`src/rtl/core/pdr_pkg.sv`:
```
// ----------------------------------------------------------------------------
// Planar dead-reckoning package
// Shared types, command and status structs, constants and tables.
// ----------------------------------------------------------------------------
package pdr_pkg;

	typedef enum logic [4:0] {
		ST_IDLE,
		ST_G_MUL,
		ST_G_ADD,
		ST_G_WRAP,
		ST_A_AXDT,
		ST_A_AYDT,
		ST_A_VXDT,
		ST_A_PXDT,
		ST_A_VYDT,
		ST_A_PYDT,
		ST_A_SUMB,
		ST_A_BY,
		ST_A_WAIT,
		ST_A_SBY,
		ST_A_SBX,
		ST_A_CBY,
		ST_A_SUMY,
		ST_A_OUT
	} state_t;

	typedef enum logic [3:0] {
		MUL_AXDT,
		MUL_AYDT,
		MUL_VXDT,
		MUL_VYDT,
		MUL_PXDT,
		MUL_PYDT,
		MUL_CBX,
		MUL_SBY,
		MUL_SBX,
		MUL_CBY
	} mul_sel_t;

	typedef enum logic [2:0] {
		ACC_HOLD,
		ACC_VEL,
		ACC_POS,
		ACC_ROT0,
		ACC_SUB,
		ACC_ADD
	} acc_op_t;

	typedef enum logic [3:0] {
		WR_NONE,
		WR_PX,
		WR_PY,
		WR_BX,
		WR_BY_VEL,
		WR_WX,
		WR_WY_OUT,
		WR_HSUM,
		WR_HWRAP
	} wr_op_t;

	typedef struct packed {
		logic     load;
		logic     cordic_start;
		mul_sel_t mul_sel;
		acc_op_t  acc_op;
		wr_op_t   wr;
	} cmd_t;

	typedef struct packed {
		logic hw_ok;
		logic cordic_done;
	} sts_t;

	localparam logic OP_GYRO  = 1'b0;
	localparam logic OP_ACCEL = 1'b1;

	localparam logic CFG_BIAS_X = 1'b0;
	localparam logic CFG_BIAS_Y = 1'b1;

	localparam logic signed [34:0] PI_Q      = 35'sd843314857;
	localparam logic signed [34:0] TWO_PI_Q  = 35'sd1686629713;
	localparam logic signed [33:0] PI_Z      = 34'sd843314857;
	localparam logic signed [33:0] HALF_PI_Z = 34'sd421657428;
	localparam logic signed [33:0] CORDIC_X0 = 34'sd652032874;

	localparam logic signed [65:0] RND_BODY = 66'sd16777216;
	localparam logic signed [65:0] RND_ROT  = 66'sd536870912;

	function automatic logic [31:0] atan_q(input logic [4:0] k);
		logic [31:0] r;
		unique case (k)
			5'd0:  r = 32'd210828714;
			5'd1:  r = 32'd124459457;
			5'd2:  r = 32'd65760959;
			5'd3:  r = 32'd33381290;
			5'd4:  r = 32'd16755422;
			5'd5:  r = 32'd8385879;
			5'd6:  r = 32'd4193963;
			5'd7:  r = 32'd2097109;
			5'd8:  r = 32'd1048571;
			5'd9:  r = 32'd524287;
			5'd10: r = 32'd262144;
			5'd11: r = 32'd131072;
			5'd12: r = 32'd65536;
			5'd13: r = 32'd32768;
			5'd14: r = 32'd16384;
			5'd15: r = 32'd8192;
			5'd16: r = 32'd4096;
			5'd17: r = 32'd2048;
			5'd18: r = 32'd1024;
			5'd19: r = 32'd512;
			5'd20: r = 32'd256;
			5'd21: r = 32'd128;
			5'd22: r = 32'd64;
			5'd23: r = 32'd32;
			5'd24: r = 32'd16;
			5'd25: r = 32'd8;
			5'd26: r = 32'd4;
			5'd27: r = 32'd2;
			5'd28: r = 32'd1;
			default: r = 32'd0;
		endcase
		return r;
	endfunction

	function automatic logic signed [31:0] sat32(input logic signed [66:0] v);
		logic signed [31:0] r;
		if (v > 67'sd2147483647) begin
			r = 32'sh7fffffff;
		end else if (v < -67'sd2147483648) begin
			r = 32'sh80000000;
		end else begin
			r = v[31:0];
		end
		return r;
	endfunction

endpackage

```
`src/rtl/core/pdr_ctrl.sv`:
```
// ----------------------------------------------------------------------------
// Dead-reckoning controller
// Sequences the datapath per request and owns both stream handshakes.
// ----------------------------------------------------------------------------
module pdr_ctrl (
	input  logic          clk,
	input  logic          arst_n,
	input  logic          in_valid,
	output logic          in_ready,
	input  logic          op,
	output logic          out_valid,
	input  logic          out_ready,
	output pdr_pkg::cmd_t cmd,
	input  pdr_pkg::sts_t sts
);

	pdr_pkg::state_t state_q;
	pdr_pkg::state_t state_d;
	logic            out_valid_q;
	logic            out_load;

	always_ff @(posedge clk or negedge arst_n) begin
		if (!arst_n) begin
			state_q     <= pdr_pkg::ST_IDLE;
			out_valid_q <= 1'b0;
		end else begin
			state_q <= state_d;
			if (out_load) begin
				out_valid_q <= 1'b1;
			end else if (out_ready) begin
				out_valid_q <= 1'b0;
			end
		end
	end

	always_comb begin
		state_d          = state_q;
		in_ready         = 1'b0;
		out_load         = 1'b0;
		cmd.load         = 1'b0;
		cmd.cordic_start = 1'b0;
		cmd.mul_sel      = pdr_pkg::MUL_AXDT;
		cmd.acc_op       = pdr_pkg::ACC_HOLD;
		cmd.wr           = pdr_pkg::WR_NONE;
		unique case (state_q)
			pdr_pkg::ST_IDLE: begin
				in_ready = 1'b1;
				if (in_valid) begin
					cmd.load = 1'b1;
					if (op == pdr_pkg::OP_ACCEL) begin
						cmd.cordic_start = 1'b1;
						state_d          = pdr_pkg::ST_A_AXDT;
					end else begin
						state_d = pdr_pkg::ST_G_MUL;
					end
				end
			end
			pdr_pkg::ST_G_MUL: state_d = pdr_pkg::ST_G_ADD;
			pdr_pkg::ST_G_ADD: begin
				cmd.wr  = pdr_pkg::WR_HSUM;
				state_d = pdr_pkg::ST_G_WRAP;
			end
			pdr_pkg::ST_G_WRAP: begin
				cmd.wr = pdr_pkg::WR_HWRAP;
				if (sts.hw_ok) begin
					state_d = pdr_pkg::ST_IDLE;
				end
			end
			pdr_pkg::ST_A_AXDT: state_d = pdr_pkg::ST_A_AYDT;
			pdr_pkg::ST_A_AYDT: begin
				cmd.mul_sel = pdr_pkg::MUL_AYDT;
				cmd.wr      = pdr_pkg::WR_PX;
				state_d     = pdr_pkg::ST_A_VXDT;
			end
			pdr_pkg::ST_A_VXDT: begin
				cmd.mul_sel = pdr_pkg::MUL_VXDT;
				cmd.wr      = pdr_pkg::WR_PY;
				state_d     = pdr_pkg::ST_A_PXDT;
			end
			pdr_pkg::ST_A_PXDT: begin
				cmd.mul_sel = pdr_pkg::MUL_PXDT;
				cmd.acc_op  = pdr_pkg::ACC_VEL;
				state_d     = pdr_pkg::ST_A_VYDT;
			end
			pdr_pkg::ST_A_VYDT: begin
				cmd.mul_sel = pdr_pkg::MUL_VYDT;
				cmd.acc_op  = pdr_pkg::ACC_POS;
				state_d     = pdr_pkg::ST_A_PYDT;
			end
			pdr_pkg::ST_A_PYDT: begin
				cmd.mul_sel = pdr_pkg::MUL_PYDT;
				cmd.acc_op  = pdr_pkg::ACC_VEL;
				cmd.wr      = pdr_pkg::WR_BX;
				state_d     = pdr_pkg::ST_A_SUMB;
			end
			pdr_pkg::ST_A_SUMB: begin
				cmd.acc_op = pdr_pkg::ACC_POS;
				state_d    = pdr_pkg::ST_A_BY;
			end
			pdr_pkg::ST_A_BY: begin
				cmd.wr  = pdr_pkg::WR_BY_VEL;
				state_d = pdr_pkg::ST_A_WAIT;
			end
			pdr_pkg::ST_A_WAIT: begin
				cmd.mul_sel = pdr_pkg::MUL_CBX;
				if (sts.cordic_done) begin
					state_d = pdr_pkg::ST_A_SBY;
				end
			end
			pdr_pkg::ST_A_SBY: begin
				cmd.mul_sel = pdr_pkg::MUL_SBY;
				cmd.acc_op  = pdr_pkg::ACC_ROT0;
				state_d     = pdr_pkg::ST_A_SBX;
			end
			pdr_pkg::ST_A_SBX: begin
				cmd.mul_sel = pdr_pkg::MUL_SBX;
				cmd.acc_op  = pdr_pkg::ACC_SUB;
				state_d     = pdr_pkg::ST_A_CBY;
			end
			pdr_pkg::ST_A_CBY: begin
				cmd.mul_sel = pdr_pkg::MUL_CBY;
				cmd.acc_op  = pdr_pkg::ACC_ROT0;
				cmd.wr      = pdr_pkg::WR_WX;
				state_d     = pdr_pkg::ST_A_SUMY;
			end
			pdr_pkg::ST_A_SUMY: begin
				cmd.acc_op = pdr_pkg::ACC_ADD;
				state_d    = pdr_pkg::ST_A_OUT;
			end
			pdr_pkg::ST_A_OUT: begin
				if (!out_valid_q || out_ready) begin
					cmd.wr   = pdr_pkg::WR_WY_OUT;
					out_load = 1'b1;
					state_d  = pdr_pkg::ST_IDLE;
				end
			end
			default: state_d = pdr_pkg::ST_IDLE;
		endcase
	end

	assign out_valid = out_valid_q;

endmodule

```
`config.mk`:
```
export PLATFORM = sky130hd
export DESIGN_NAME = pdr_ctrl
export DESIGN_NICKNAME = d
export VERILOG_FILES = /design/src/rtl/core/pdr_pkg.sv /design/src/rtl/core/pdr_ctrl.sv
export SDC_FILE = /design/constraint.sdc
export NUM_CORES = 1
export LEC_CHECK = 0
export ABC_AREA = 1
export BUFFER_PORTS_ARGS = -buffer_cell sky130_fd_sc_hd__buf_2
export CAP_MARGIN = 10
export CORE_AREA = 2 2 39 41
export CTS_CLUSTER_SIZE = 20
export DETAILED_ROUTE_END_ITERATION = 6
export DIE_AREA = 0 0 41 43
export PLACE_DENSITY = 0.74
export SKIP_CTS_REPAIR_TIMING = 1
export SYNTH_ARGS = -nofsm -noshare
export SYNTH_HDL_FRONTEND = slang
export SYNTH_SLANG_ARGS = --single-unit
```
`constraint.sdc`:
```
create_clock -name clk -period 1.7 [get_ports clk]
set_input_delay 0.255 -clock clk [delete_from_list [all_inputs] [get_ports clk]]
set_output_delay 0.255 -clock clk [all_outputs]
set_load 0.005 [all_outputs]
```
==> flow_summary.ini <==
[status]
status = complete, but fails checks
violations = negative setup slack

[yosys]
synth_area_leader_cell = dfrtp_1
synth_area_um2 = 606.8
avgSynthCellArea_um2 = 6.456
yosysSeqAreaShare_pct = 24.74
synth.top_cell.area_share_pct = 24.74
synthCells = 94
synth_area_leaders = dfrtp_1, nand2_1, nor2_4
synth_seq_cells = 6
synth_warnings = 0
synth_nets = 101
synth.distinct_cells = 21

[finish]
layout_commonest_cell = nand2_1
finish.instance_area_um2 = 903.4
nNetsFinal = 139
final_cell_mix = nand2_1, buf_2, buf_4
area_growth_syn_to_layout_pct = 48.87
drive_gt1_share_pct = 53.85
fin_cells = 146
diodes = 0

[route]
drc_errors = 0
vias_per_cell = 5.267
first_pass_iters = 6
drt.antenna.violating_nets = 0
vias = 769
routedWlPerCell_um = 12.64
drt-total-wl_um = 1845
drt_iter0_drc = 25

[grt]
overflow = 0
antenna_found_initial = 0
grt_pass1_wl_um = 2373
grt_pass1_vias = 586
grt_use_total_pct = 19.72
grt_max_degree = 8

[clock_tree]
cts_tree = yes
cts_buffer_depth = 2
h-tree-depth = 1
path_clk_slew_ns = 0.06
cts_root_buf = clkbuf_4
cts_made_buffers = 3
clk-insertion-delay-late_ns = 0.26
cts_sinks = 6

[setup_path]
start_kind = flop
crit_arrival_ns = 1.46
cp-endpoint = cmd[1]
worstSetupEndpointType = output pin
worstPathRequired_ns = 1.44
r2r_end = state_q[0]
path_class = flop to output pin
cp_max_fo = 4
ff2ff_path_depth = 9
r2r-start = state_q[4]
cp-startpoint = state_q[3]
r2r_setup_slack_ns = 0.22

[floorplanning]
die_x_um = 41
die_h_um = 43
coreArea_um2 = 1384
start_util_pct = 43.85
dieArea_um2 = 1763
ios = 22
rows = 14

[timing]
setup_viol = 3
rsz0062_at_grt = true
drv_slew = 0
period_minus_slack_ns = 1.716
tns_ns = -0.04539
worst_slew_pin_slew_ns = 0.2229
slew_headroom_pct = 85.09
fin_ws_ns = -0.01602
max_freq_ghz = 0.5827
finalHoldViolCount = 0
finalCritPeriodShare_pct = 100.9
finClkSkew_ns = 0.01415

[place]
io_buffers = 21
gp_congestion = 0.8780
hpwl_um = 1243
place_area_um2 = 728.2
place_inst = 131

[power]
seqPwrFrac_pct = 21.1
p_switching_uw = 772.1
p_leak_uw = 0.0005148
p_clk_share_pct = 9.4
pwr_density_cell_nw_per_um2 = 1665
p_int_uw = 732.1
p_total_uw = 1504
combPwrFrac_pct = 69.4
peakVddDrop_v = 0.0009668
switching_share_pct = 51.33

[run]
max-cap-violations = 0

[worst_hold_path]
hold_path.class = primary input to flop
[cell usage after synthesis]
master / n
nand3b_1: 1
nor2_1: 8
clkinv_1: 1
inv_2: 3
nand4_2: 1
nand3_2: 2
inv_1: 11
dfrtp_1: 6
nand4_1: 4
nor2_4: 4
o21ai_1: 1
nor2_2: 4
nand2_1: 29
o2111ai_1: 1
nand2_2: 5
nand3_1: 5
a21oi_1: 2
o211ai_1: 2
buf_6: 1
nor3_2: 1
o21ai_0: 2
[kinds of logic after synthesis]
logic type	Yosys count	synth area share [%]
AND/OR/NAND/NOR	64	56.08
buffers and inverters	16	11.13
AO/OA/AOI/OAI	8	8.040
flip-flops	6	24.74
[per-stage QoR]
| stage | utilization [%] | hold slack (ns) | setup slack (ns) |
|---|---|---|---|
| finish | 65.28 | 0.2773 | -0.01602 |
| global route | 65.28 | 0.2967 | -0.07444 |
| CTS | 54.25 | -0.1851 | -0.1097 |
| detailed placement | 52.62 | 0.08439 | 0.1931 |
| global placement | 52.62 | 0.08449 | 0.1361 |
| floorplan | - | -0.04059 | 0.3802 |
[routing by layer]
metal,up-vias,GRT usage (%),wire (µm)
met5,-,0,0
met4,0,8.000,45
met3,9,1.571,107
met2,39,30.00,940
met1,345,27.63,752
li1,376,-,-
[power by group through the flow]
stage                     logic [µW]  registers, µW  clock network, µW
after CTS                        779            292                141
after global placement           773            290                  0
after global routing            1150            323                153
after detailed placement         771            293                  0
after floorplan                  550            274                  0
final                           1040            318                142
[layout make-up]
class / instances / area, µm²
multi-input cells: 72 / 439.2
fillers: 121 / 480.5
clock buffers: 3 / 22.52
flip-flops and latches: 6 / 156.4
well taps: 16 / 20.02
inverters: 15 / 56.30
repair buffers: 34 / 209.0
[worst min path at each step]
stage          slack (ns)          to  cells after the start    from
3_5_place_dp         0.08   out_valid                      1  arst_n
5_1_grt              0.30  state_q[2]                      3  sts[0]
2_1_floorplan       -0.04   out_valid                      0  arst_n
3_3_place_gp         0.08   out_valid                      1  arst_n
4_1_cts             -0.19  state_q[3]                      1  arst_n
6_report             0.28  state_q[2]                      3  sts[0]
[worst max-delay path: stages, from the launching register on]
cell,delay (ns)
dfrtp_2,0.42
inv_2,0.08
nor3_4,0.24
inv_2,0.09
nor2_4,0.14
a21oi_1,0.07
nand2_1,0.06
buf_2,0.11
[flip-flops by register name (all words and copies together), names as in the netlist]
register / cells
out_valid: 1
state_q: 5
Note: power is estimated with default switching activity, not from simulation.
